--- src/hw/rtl/i2cbm_pkg.sv ---
// Shared types and constants of the I2C bit-level master.
// No dependencies; used by i2cbm_core and i2c_bit_level_master.
`timescale 1ns / 1ps

package i2cbm_pkg;

  // Command codes carried in the mode field
  typedef enum logic [2:0] {
    CMD_START = 3'd0,
    CMD_STOP  = 3'd1,
    CMD_WRITE = 3'd2,
    CMD_READ  = 3'd3,
    CMD_CHACK = 3'd4,
    CMD_ACK   = 3'd5,
    CMD_NACK  = 3'd6
  } cmd_t;

  // Mode code with no meaning; such a transaction starts nothing
  localparam logic [2:0] MODE_RSVD = 3'd7;

  // Sequencer phase; meaning of the steps depends on the active command
  typedef enum logic [2:0] {
    PH_IDLE = 3'd0,
    PH_A    = 3'd1,
    PH_B    = 3'd2,
    PH_C    = 3'd3,
    PH_D    = 3'd4,
    PH_E    = 3'd5
  } phase_t;

  // Configuration register indexes
  localparam int CFG_IDX_W = 1;
  localparam logic [CFG_IDX_W-1:0] REG_DELAY_UNIT = 1'b0;
  localparam logic [CFG_IDX_W-1:0] REG_ACK_LIMIT  = 1'b1;

  localparam int UNIT_W = 16;
  localparam int LIMIT_W = 8;
  localparam int WAIT_W = 20;
  localparam int CNT_W = 4;

  localparam logic [UNIT_W-1:0]  UNIT_RST  = 16'd1;
  localparam logic [LIMIT_W-1:0] LIMIT_RST = 8'd200;

  // Delay counts in units of the delay register
  localparam logic [CNT_W-1:0] DLY_1  = 4'd1;
  localparam logic [CNT_W-1:0] DLY_2  = 4'd2;
  localparam logic [CNT_W-1:0] DLY_5  = 4'd5;
  localparam logic [CNT_W-1:0] DLY_10 = 4'd10;

  localparam logic [CNT_W-1:0] BITS_PER_BYTE = 4'd8;

  // Line sequencer state
  typedef struct packed {
    cmd_t              cmd;
    phase_t            phase;
    logic [WAIT_W-1:0] wait_cnt;
    logic [CNT_W-1:0]  bit_cnt;
    logic [7:0]        shift;
    logic [7:0]        poll;
    logic [7:0]        tx;
    logic              clk_lvl;
    logic              dat_lvl;
    logic              ack_miss;
  } seq_state_t;

  localparam seq_state_t SEQ_RST = '{
    cmd:      CMD_START,
    phase:    PH_IDLE,
    wait_cnt: '0,
    bit_cnt:  '0,
    shift:    8'hff,
    poll:     '0,
    tx:       '0,
    clk_lvl:  1'b1,
    dat_lvl:  1'b1,
    ack_miss: 1'b0
  };

endpackage

--- src/hw/rtl/i2cbm_core.sv ---
// Next-state logic of the I2C line sequencer for one tick.
// Depends on i2cbm_pkg.
`timescale 1ns / 1ps

module i2cbm_core (
  input  i2cbm_pkg::seq_state_t          st,
  input  logic                           cmd_valid,
  input  logic [2:0]                     mode,
  input  logic [7:0]                     write_byte,
  input  logic                           sda_in,
  input  logic [i2cbm_pkg::UNIT_W-1:0]   unit,
  input  logic [i2cbm_pkg::LIMIT_W-1:0]  limit,
  output i2cbm_pkg::seq_state_t          st_nxt,
  output logic                           done
);

  i2cbm_pkg::seq_state_t      s;
  logic                       run;
  logic                       arm;
  logic [i2cbm_pkg::CNT_W-1:0] arm_cnt;
  i2cbm_pkg::phase_t          arm_ph;
  logic                       fin;
  logic [i2cbm_pkg::CNT_W-1:0] bit_inc;
  logic [i2cbm_pkg::CNT_W-1:0] hs_cnt;

  always_comb begin
    s    = st;
    run  = 1'b0;
    // Idle: latch a new command and run its first action this tick
    if (st.phase == i2cbm_pkg::PH_IDLE) begin
      if (cmd_valid && (mode != i2cbm_pkg::MODE_RSVD)) begin
        s.cmd      = i2cbm_pkg::cmd_t'(mode);
        s.phase    = i2cbm_pkg::PH_A;
        s.bit_cnt  = '0;
        s.wait_cnt = '0;
        if (mode == i2cbm_pkg::CMD_WRITE) begin
          s.tx = write_byte;
        end
        if (mode == i2cbm_pkg::CMD_READ) begin
          s.shift = 8'hff;
        end
        run = 1'b1;
      end
    end else if (st.wait_cnt != '0) begin
      s.wait_cnt = st.wait_cnt - 1'b1;
    end else begin
      run = 1'b1;
    end
  end

  // Action table: one line action per command and phase
  always_comb begin
    st_nxt  = s;
    arm     = 1'b0;
    arm_cnt = i2cbm_pkg::DLY_1;
    arm_ph  = i2cbm_pkg::PH_IDLE;
    fin     = 1'b0;
    bit_inc = s.bit_cnt + 1'b1;
    hs_cnt  = (s.cmd == i2cbm_pkg::CMD_ACK) ? i2cbm_pkg::DLY_1 : i2cbm_pkg::DLY_2;
    if (run) begin
      case (s.cmd)
        i2cbm_pkg::CMD_START: begin
          case (s.phase)
            i2cbm_pkg::PH_A: begin
              arm = 1'b1; arm_cnt = i2cbm_pkg::DLY_5; arm_ph = i2cbm_pkg::PH_B;
            end
            i2cbm_pkg::PH_B: begin
              st_nxt.dat_lvl = 1'b1;
              st_nxt.clk_lvl = 1'b1;
              arm = 1'b1; arm_cnt = i2cbm_pkg::DLY_10; arm_ph = i2cbm_pkg::PH_C;
            end
            i2cbm_pkg::PH_C: begin
              st_nxt.dat_lvl = 1'b0;
              arm = 1'b1; arm_cnt = i2cbm_pkg::DLY_10; arm_ph = i2cbm_pkg::PH_D;
            end
            i2cbm_pkg::PH_D: begin
              st_nxt.clk_lvl = 1'b0;
              arm = 1'b1; arm_cnt = i2cbm_pkg::DLY_10; arm_ph = i2cbm_pkg::PH_E;
            end
            default: fin = 1'b1;
          endcase
        end
        i2cbm_pkg::CMD_STOP: begin
          case (s.phase)
            i2cbm_pkg::PH_A: begin
              st_nxt.dat_lvl = 1'b0;
              st_nxt.clk_lvl = 1'b1;
              arm = 1'b1; arm_cnt = i2cbm_pkg::DLY_5; arm_ph = i2cbm_pkg::PH_B;
            end
            i2cbm_pkg::PH_B: begin
              st_nxt.dat_lvl = 1'b1;
              arm = 1'b1; arm_cnt = i2cbm_pkg::DLY_5; arm_ph = i2cbm_pkg::PH_C;
            end
            default: fin = 1'b1;
          endcase
        end
        i2cbm_pkg::CMD_WRITE: begin
          case (s.phase)
            i2cbm_pkg::PH_A: begin
              st_nxt.dat_lvl = s.tx[7];
              arm = 1'b1; arm_cnt = i2cbm_pkg::DLY_2; arm_ph = i2cbm_pkg::PH_B;
            end
            i2cbm_pkg::PH_B: begin
              st_nxt.clk_lvl = 1'b1;
              arm = 1'b1; arm_cnt = i2cbm_pkg::DLY_2; arm_ph = i2cbm_pkg::PH_C;
            end
            i2cbm_pkg::PH_C: begin
              st_nxt.clk_lvl = 1'b0;
              st_nxt.tx      = {s.tx[6:0], 1'b0};
              st_nxt.bit_cnt = bit_inc;
              arm = 1'b1; arm_cnt = i2cbm_pkg::DLY_2;
              arm_ph = (bit_inc < i2cbm_pkg::BITS_PER_BYTE) ? i2cbm_pkg::PH_A
                                                            : i2cbm_pkg::PH_D;
            end
            default: begin
              st_nxt.dat_lvl = 1'b1;
              fin = 1'b1;
            end
          endcase
        end
        i2cbm_pkg::CMD_READ: begin
          case (s.phase)
            i2cbm_pkg::PH_A: begin
              st_nxt.dat_lvl = 1'b1;
              st_nxt.clk_lvl = 1'b1;
              arm = 1'b1; arm_cnt = i2cbm_pkg::DLY_2; arm_ph = i2cbm_pkg::PH_B;
            end
            i2cbm_pkg::PH_B: begin
              // sample SDA while SCL is still high
              st_nxt.shift   = {s.shift[6:0], sda_in};
              st_nxt.clk_lvl = 1'b0;
              st_nxt.bit_cnt = bit_inc;
              arm = 1'b1; arm_cnt = i2cbm_pkg::DLY_2;
              arm_ph = (bit_inc < i2cbm_pkg::BITS_PER_BYTE) ? i2cbm_pkg::PH_A
                                                            : i2cbm_pkg::PH_C;
            end
            default: fin = 1'b1;
          endcase
        end
        i2cbm_pkg::CMD_CHACK: begin
          case (s.phase)
            i2cbm_pkg::PH_A: begin
              st_nxt.dat_lvl = 1'b1;
              arm = 1'b1; arm_cnt = i2cbm_pkg::DLY_2; arm_ph = i2cbm_pkg::PH_B;
            end
            i2cbm_pkg::PH_B: begin
              st_nxt.clk_lvl = 1'b1;
              st_nxt.poll    = limit;
              arm = 1'b1; arm_cnt = i2cbm_pkg::DLY_2; arm_ph = i2cbm_pkg::PH_C;
            end
            default: begin
              // poll: low SDA is an ack, last high poll is a timeout
              if (!sda_in) begin
                st_nxt.clk_lvl  = 1'b0;
                st_nxt.ack_miss = 1'b0;
                fin = 1'b1;
              end else if (s.poll <= 8'd1) begin
                st_nxt.clk_lvl  = 1'b0;
                st_nxt.ack_miss = 1'b1;
                fin = 1'b1;
              end else begin
                st_nxt.poll = s.poll - 1'b1;
                arm = 1'b1; arm_cnt = i2cbm_pkg::DLY_2; arm_ph = i2cbm_pkg::PH_C;
              end
            end
          endcase
        end
        default: begin
          // send ack / send nack
          case (s.phase)
            i2cbm_pkg::PH_A: begin
              st_nxt.dat_lvl = (s.cmd != i2cbm_pkg::CMD_ACK);
              arm = 1'b1; arm_cnt = hs_cnt; arm_ph = i2cbm_pkg::PH_B;
            end
            i2cbm_pkg::PH_B: begin
              st_nxt.clk_lvl = 1'b1;
              arm = 1'b1; arm_cnt = hs_cnt; arm_ph = i2cbm_pkg::PH_C;
            end
            i2cbm_pkg::PH_C: begin
              st_nxt.clk_lvl = 1'b0;
              arm = 1'b1; arm_cnt = hs_cnt; arm_ph = i2cbm_pkg::PH_D;
            end
            default: begin
              st_nxt.dat_lvl = 1'b1;
              fin = 1'b1;
            end
          endcase
        end
      endcase
    end

    // Load the wait counter: count times the delay unit fits in 20 bits
    if (arm) begin
      st_nxt.wait_cnt = {{(i2cbm_pkg::WAIT_W-i2cbm_pkg::UNIT_W){1'b0}}, unit}
                      * {{(i2cbm_pkg::WAIT_W-i2cbm_pkg::CNT_W){1'b0}}, arm_cnt};
      st_nxt.phase    = arm_ph;
    end
    if (fin) begin
      st_nxt.phase    = i2cbm_pkg::PH_IDLE;
      st_nxt.wait_cnt = '0;
    end
    done = fin;
  end

endmodule

--- src/hw/rtl/i2c_bit_level_master.sv ---
// Top level of the tick-driven I2C bit-level master.
// Depends on i2cbm_pkg and i2cbm_core.
//
//   channel  direction  handshake            payload
//   in_      input      in_valid / in_ready  cmd_valid, mode, write_byte, sda_in
//   out_     output     out_valid/out_ready  scl_out, sda_out, busy_res, done_res,
//                                            read_byte, no_ack
//   cfg_     input      cfg_we               cfg_index, cfg_wdata
//
// One transaction per cycle while in_ready is high: each accepted transaction is one
// sequencer tick, and its result is in the output register on the next cycle.
// The sequencer state and the output register advance only on an accepted tick.
// in_ready is high while the output register is empty or being drained.
// Synchronous active-low reset; no clearing pass.
`timescale 1ns / 1ps

module i2c_bit_level_master (
  input  logic                              clk,
  input  logic                              rst_n,
  input  logic                              in_valid,
  output logic                              in_ready,
  input  logic                              in_cmd_valid,
  input  logic [2:0]                        in_mode,
  input  logic [7:0]                        in_write_byte,
  input  logic                              in_sda_in,
  output logic                              out_valid,
  input  logic                              out_ready,
  output logic                              out_scl_out,
  output logic                              out_sda_out,
  output logic                              out_busy_res,
  output logic                              out_done_res,
  output logic [7:0]                        out_read_byte,
  output logic                              out_no_ack,
  input  logic                              cfg_we,
  input  logic [i2cbm_pkg::CFG_IDX_W-1:0]   cfg_index,
  input  logic [i2cbm_pkg::UNIT_W-1:0]      cfg_wdata
);

  logic [i2cbm_pkg::UNIT_W-1:0]  unit_r;
  logic [i2cbm_pkg::LIMIT_W-1:0] limit_r;
  i2cbm_pkg::seq_state_t         st_r;
  i2cbm_pkg::seq_state_t         st_nxt;
  logic                          done_nxt;
  logic                          accept;
  logic                          out_valid_r;
  logic                          busy_nxt;
  logic                          scl_r, sda_r, busy_r, done_r, nack_r;
  logic [7:0]                    rbyte_r;

  assign in_ready = !out_valid_r || out_ready;
  assign accept   = in_valid && in_ready;

  // Configuration registers
  always_ff @(posedge clk) begin
    if (!rst_n) begin
      unit_r  <= i2cbm_pkg::UNIT_RST;
      limit_r <= i2cbm_pkg::LIMIT_RST;
    end else if (cfg_we) begin
      case (cfg_index)
        i2cbm_pkg::REG_DELAY_UNIT: unit_r  <= cfg_wdata;
        i2cbm_pkg::REG_ACK_LIMIT:  limit_r <= cfg_wdata[i2cbm_pkg::LIMIT_W-1:0];
        default: ;
      endcase
    end
  end

  i2cbm_core u_core (
    .st         (st_r),
    .cmd_valid  (in_cmd_valid),
    .mode       (in_mode),
    .write_byte (in_write_byte),
    .sda_in     (in_sda_in),
    .unit       (unit_r),
    .limit      (limit_r),
    .st_nxt     (st_nxt),
    .done       (done_nxt)
  );

  // Status decode for the result
  always_comb begin
    busy_nxt = (st_nxt.phase != i2cbm_pkg::PH_IDLE);
  end

  // Sequencer state
  always_ff @(posedge clk) begin
    if (!rst_n) begin
      st_r <= i2cbm_pkg::SEQ_RST;
    end else if (accept) begin
      st_r <= st_nxt;
    end
  end

  // Output register
  always_ff @(posedge clk) begin
    if (!rst_n) begin
      out_valid_r <= 1'b0;
    end else if (accept) begin
      out_valid_r <= 1'b1;
    end else if (out_ready) begin
      out_valid_r <= 1'b0;
    end
  end

  always_ff @(posedge clk) begin
    if (accept) begin
      scl_r   <= st_nxt.clk_lvl;
      sda_r   <= st_nxt.dat_lvl;
      busy_r  <= busy_nxt;
      done_r  <= done_nxt;
      rbyte_r <= st_nxt.shift;
      nack_r  <= st_nxt.ack_miss;
    end
  end

  assign out_valid     = out_valid_r;
  assign out_scl_out   = scl_r;
  assign out_sda_out   = sda_r;
  assign out_busy_res  = busy_r;
  assign out_done_res  = done_r;
  assign out_read_byte = rbyte_r;
  assign out_no_ack    = nack_r;

endmodule

--- config.mk ---
export PLATFORM = sky130hd
export DESIGN_NAME = i2c_bit_level_master
export DESIGN_NICKNAME = d
export VERILOG_FILES = /design/src/hw/rtl/i2cbm_pkg.sv /design/src/hw/rtl/i2cbm_core.sv /design/src/hw/rtl/i2c_bit_level_master.sv
export SDC_FILE = /design/constraint.sdc
export NUM_CORES = 1
export LEC_CHECK = 0
export BUFFER_PORTS_ARGS = -buffer_cell sky130_fd_sc_hd__buf_2
export CAP_MARGIN = 20
export CORE_UTILIZATION = 27
export CTS_BUF_LIST = sky130_fd_sc_hd__clkbuf_8 sky130_fd_sc_hd__clkbuf_16
export DETAILED_ROUTE_END_ITERATION = 16
export PLACE_DENSITY_LB_ADDON = 0.1
export SLEW_MARGIN = 20
export SYNTH_ARGS = -nofsm -noshare
export SYNTH_HDL_FRONTEND = slang
export SYNTH_SLANG_ARGS = --single-unit
--- constraint.sdc ---
create_clock -name clk -period 6.85 [get_ports clk]
set_clock_uncertainty 0.1 [all_clocks]
set_input_delay 0.685 -clock clk [delete_from_list [all_inputs] [get_ports clk]]
set_output_delay 0.685 -clock clk [all_outputs]
set_load 0.02 [all_outputs]
==> summary.txt <==
STA
  – Total negative setup slack: 0 ps
  – Slew @ Worst Pin: slightly above 1000 ps
  – RSZ-0062 raised after global routing: false
  – Final setup viols: 0
  – Count of final hold-check violations: 0
  – Relative max-transition margin: 0.3220
  – WHS: roughly 360 ps
  – Final Max Slew Viols: 0
  – Tmin final: 6037 ps
  – Fmax: ~170 MHz
  – Final period util: 0.8813

CTS
  – Post-cts hold buffer count: 0
  – Clk Latency, worst-skew pair: 360 ps
  – Maximum buffer depth of the clock tree: 2
  – Post-CTS setup buffers: 0
  – Clock H-tree levels: 3
  – Num CTS Buffers: 9
  – Root buffer cell: clkbuf_16
  – PostCTS Resize Cnt: 0
  – CTS tree: done
  – Clock sink total: 95
  – Worst-path clk slew: 80 ps

Power
  – Power, Total: 2.425 mW
  – VDD IR max: 0.1386 mV
  – Leak pwr: around 3.4 nW
  – PD cells: between 200 and 300 nW/um2

Route
  – Antenna viol nets, final: 0
  – DR vias/cell: approximately 5
  – Detailed Routing Iterations Pass 1: 4
  – DRC Markers: 0
  – Final wirelength: roughly 21 mm
  – Via count: about 6600
  – Wire per inst: 15.76 um
  – Starting DRT DRC Count: 435

Global routing
  – Number of global-route vias before repair: 6440
  – Largest net degree at the start of global routing: 72
  – Global-route wire length before repair: between 30 and 40 mm
  – Initial antenna violation count: 0
  – Grt ovf: 0
  – GR Util All Layers: 0.1541

Finish
  – Fill count: 2927
  – Final Net Count: 1070
  – Layout cell share with drive strength beyond 1: 0.1220
  – Antenna Cells: 0
  – Util after Layout: 0.3108
  – Area Growth Syn to Fin: 13.14%
  – Final instance area: 8352 um2

Synthesis
  – Register area share after synthesis: 0.2753
  – Seq cells post-synth: 95
  – Area leader, netlist: dfxtp_1
  – Synthesized netlist cell count: 944
  – Area share of the largest cell type after synthesis: 0.2224
  – Mapped Area: ~7400 um2
  – Number of flops mapped to enable cells by yosys: 13
  – Synth top cells by count: nand2_1 (142), dfxtp_1 (82), inv_1 (73)
  – Syn Nets: between 1000 and 1500
  – Dominant cells by area after synthesis: dfxtp_1 (22%), fa_1 (7.6%), nand2_1 (7.2%)
  – Synth cell types: 72
  – Most frequent cell after synthesis: nand2_1
  – Avg Inst Size Synth: 7.820 um2
  – Asr flop ratio synth: 0
  – Primary FF master, synth: dfxtp_1
  – YS warnings: 0

Worst setup path
  – FF-to-FF setup slack: 810 ps
  – Arr. time, crit path: roughly 6200 ps
  – Crit-path max cell delay: about 560 ps
  – Delay-heaviest family, CP: simple AND/OR/NAND/NOR gates
  – Required time of the critical path: 6990 ps
  – Kind of critical path: flop to flop
  – Slowest CP cell: or4_4
  – Worst Path Buf+Inv: 3
  – Setup crit start kind: flop
  – Critical Path End Type: flop
  – CP Max Fanout: 16
  – Worst path cell trace: or4_4 > or4_1 > or4_1 > buf_4 > nand2_1 > nand2_1 > nor3_1 > buf_4 > nand2_1 > fa_1 > inv_1 > fa_1 > fa_1 > a21oi_1 > o2111ai_1 > nand3_1 > o22ai_1 > o41ai_1 > mux2i_1 > a21oi_1

Floorplan
  – Die width: 167.4 um
  – I/O Pins: 50
  – DIE AREA: 28010 um2
  – Starting Density: 0.2747
  – Core footprint: 26880 um2
  – Cell row count: 60
  – Die height: roughly 170 um

Place
  – IO buf count: 49
  – Dpl hpwl: 15.63 mm
  – Gpl congestion: 0.8503
  – DP Area: 8038 um2

Job
  – Max-cap violations: 0

Hold path
  – Hold Crit Class: flop to flop

Outcome
  – Outcome: completed
[state kept, by name, summed over array words and instances (netlist names)]
register and cells:
out_no_ack 1, out_read_byte 8, limit_r 8, out_scl_out 1, out_done_res 1, unit_r 16, out_busy_res 1, out_valid 1
out_sda_out 1, st_r 57
[layout make-up]
class                   instances  area (um2)  area share
clock buffers                   9       225.2     0.02697
well taps                     341       426.7     0.05109
multi-input cells             725        4870      0.5831
inverters                      73       274.0     0.03281
repair buffers                 75       440.4     0.05273
flip-flops and latches         95        2032      0.2433
clock inverters                 7       83.83     0.01004
[final timing paths]
check / endpoint / startpoint / depth (start not counted)
worst min register to register: st_r[44]$_SDFFE_PN0P_ / st_r[44]$_SDFFE_PN0P_ / 2
worst max register to register: st_r[49]$_SDFFE_PN0P_ / st_r[38]$_SDFFE_PN0P_ / 20
worst min-delay path: st_r[44]$_SDFFE_PN0P_ / st_r[44]$_SDFFE_PN0P_ / 2
worst max-delay path: st_r[49]$_SDFFE_PN0P_ / st_r[38]$_SDFFE_PN0P_ / 20
[layout by cell type, fill, tap and decap left out, drive strengths merged, types with 6 or more instances in the layout]
cell and instances:
a31oi 10, nor3 30, or3 7, a21boi 25
nor4 7, nand3 40, a21oi 49, nor2 61
inv 77, nor2b 7, o32ai 9, ha 28
o21ai 58, clkbuf 9, nand2b 6, xnor2 15
a21o 10, mux2 10, edfxtp 13, xor2 10
and2 52, dfxtp 82, fa 28, mux2i 31
buf 75, nand2 142
[cells by family (layout without fill, tap and decap cells)]
family / Yosys count / count (layout) / share of synthesized area
DFF: 95 / 95 / 0.2753
and+or+nand+nor: 375 / 375 / 0.2431
buffers and inverters: 124 / 164 / 0.06644
AOI/OAI and AO/OA: 228 / 228 / 0.2049
muxes: 41 / 41 / 0.05729
xor gates and xnor gates: 25 / 25 / 0.02966
adders and majority gates: 56 / 56 / 0.1234
[worst min-delay path, delay by kind of cell, from the launching register on]
family / cells / cell delay (ps)
and+or+nand+nor: 1 / 50
AOI/OAI and AO/OA: 1 / 50
DFF: 1 / 330
[routing by layer]
layer  GRT usage  vias to the layer above  wire [um]
met4     0.04507                        0        352
met3     0.02056                       21        679
met5           0                        -          0
met2      0.2312                      118       8847
li1            -                     3377          -
met1      0.2274                     3097      11000
[stage by stage]
step / setup WS (ps) / instances
2_1_floorplan: 1078 / 944
3_3_place_gp: 784.6 / 1309
3_5_place_dp: 782.9 / 1309
4_1_cts: 739.7 / 1325
5_1_grt: 362.9 / 1325
6_report: 813.0 / 1325
[report_power, final]
part | internal, mW | total [mW] | leakage (nW) | switching, mW
clock network | 0.263 | 0.526 | 0.151 | 0.264
logic | 0.464 | 1.21 | 2.46 | 0.751
registers | 0.632 | 0.684 | 0.768 | 0.0523
No activity file was read; power rests on OpenSTA's default activity.
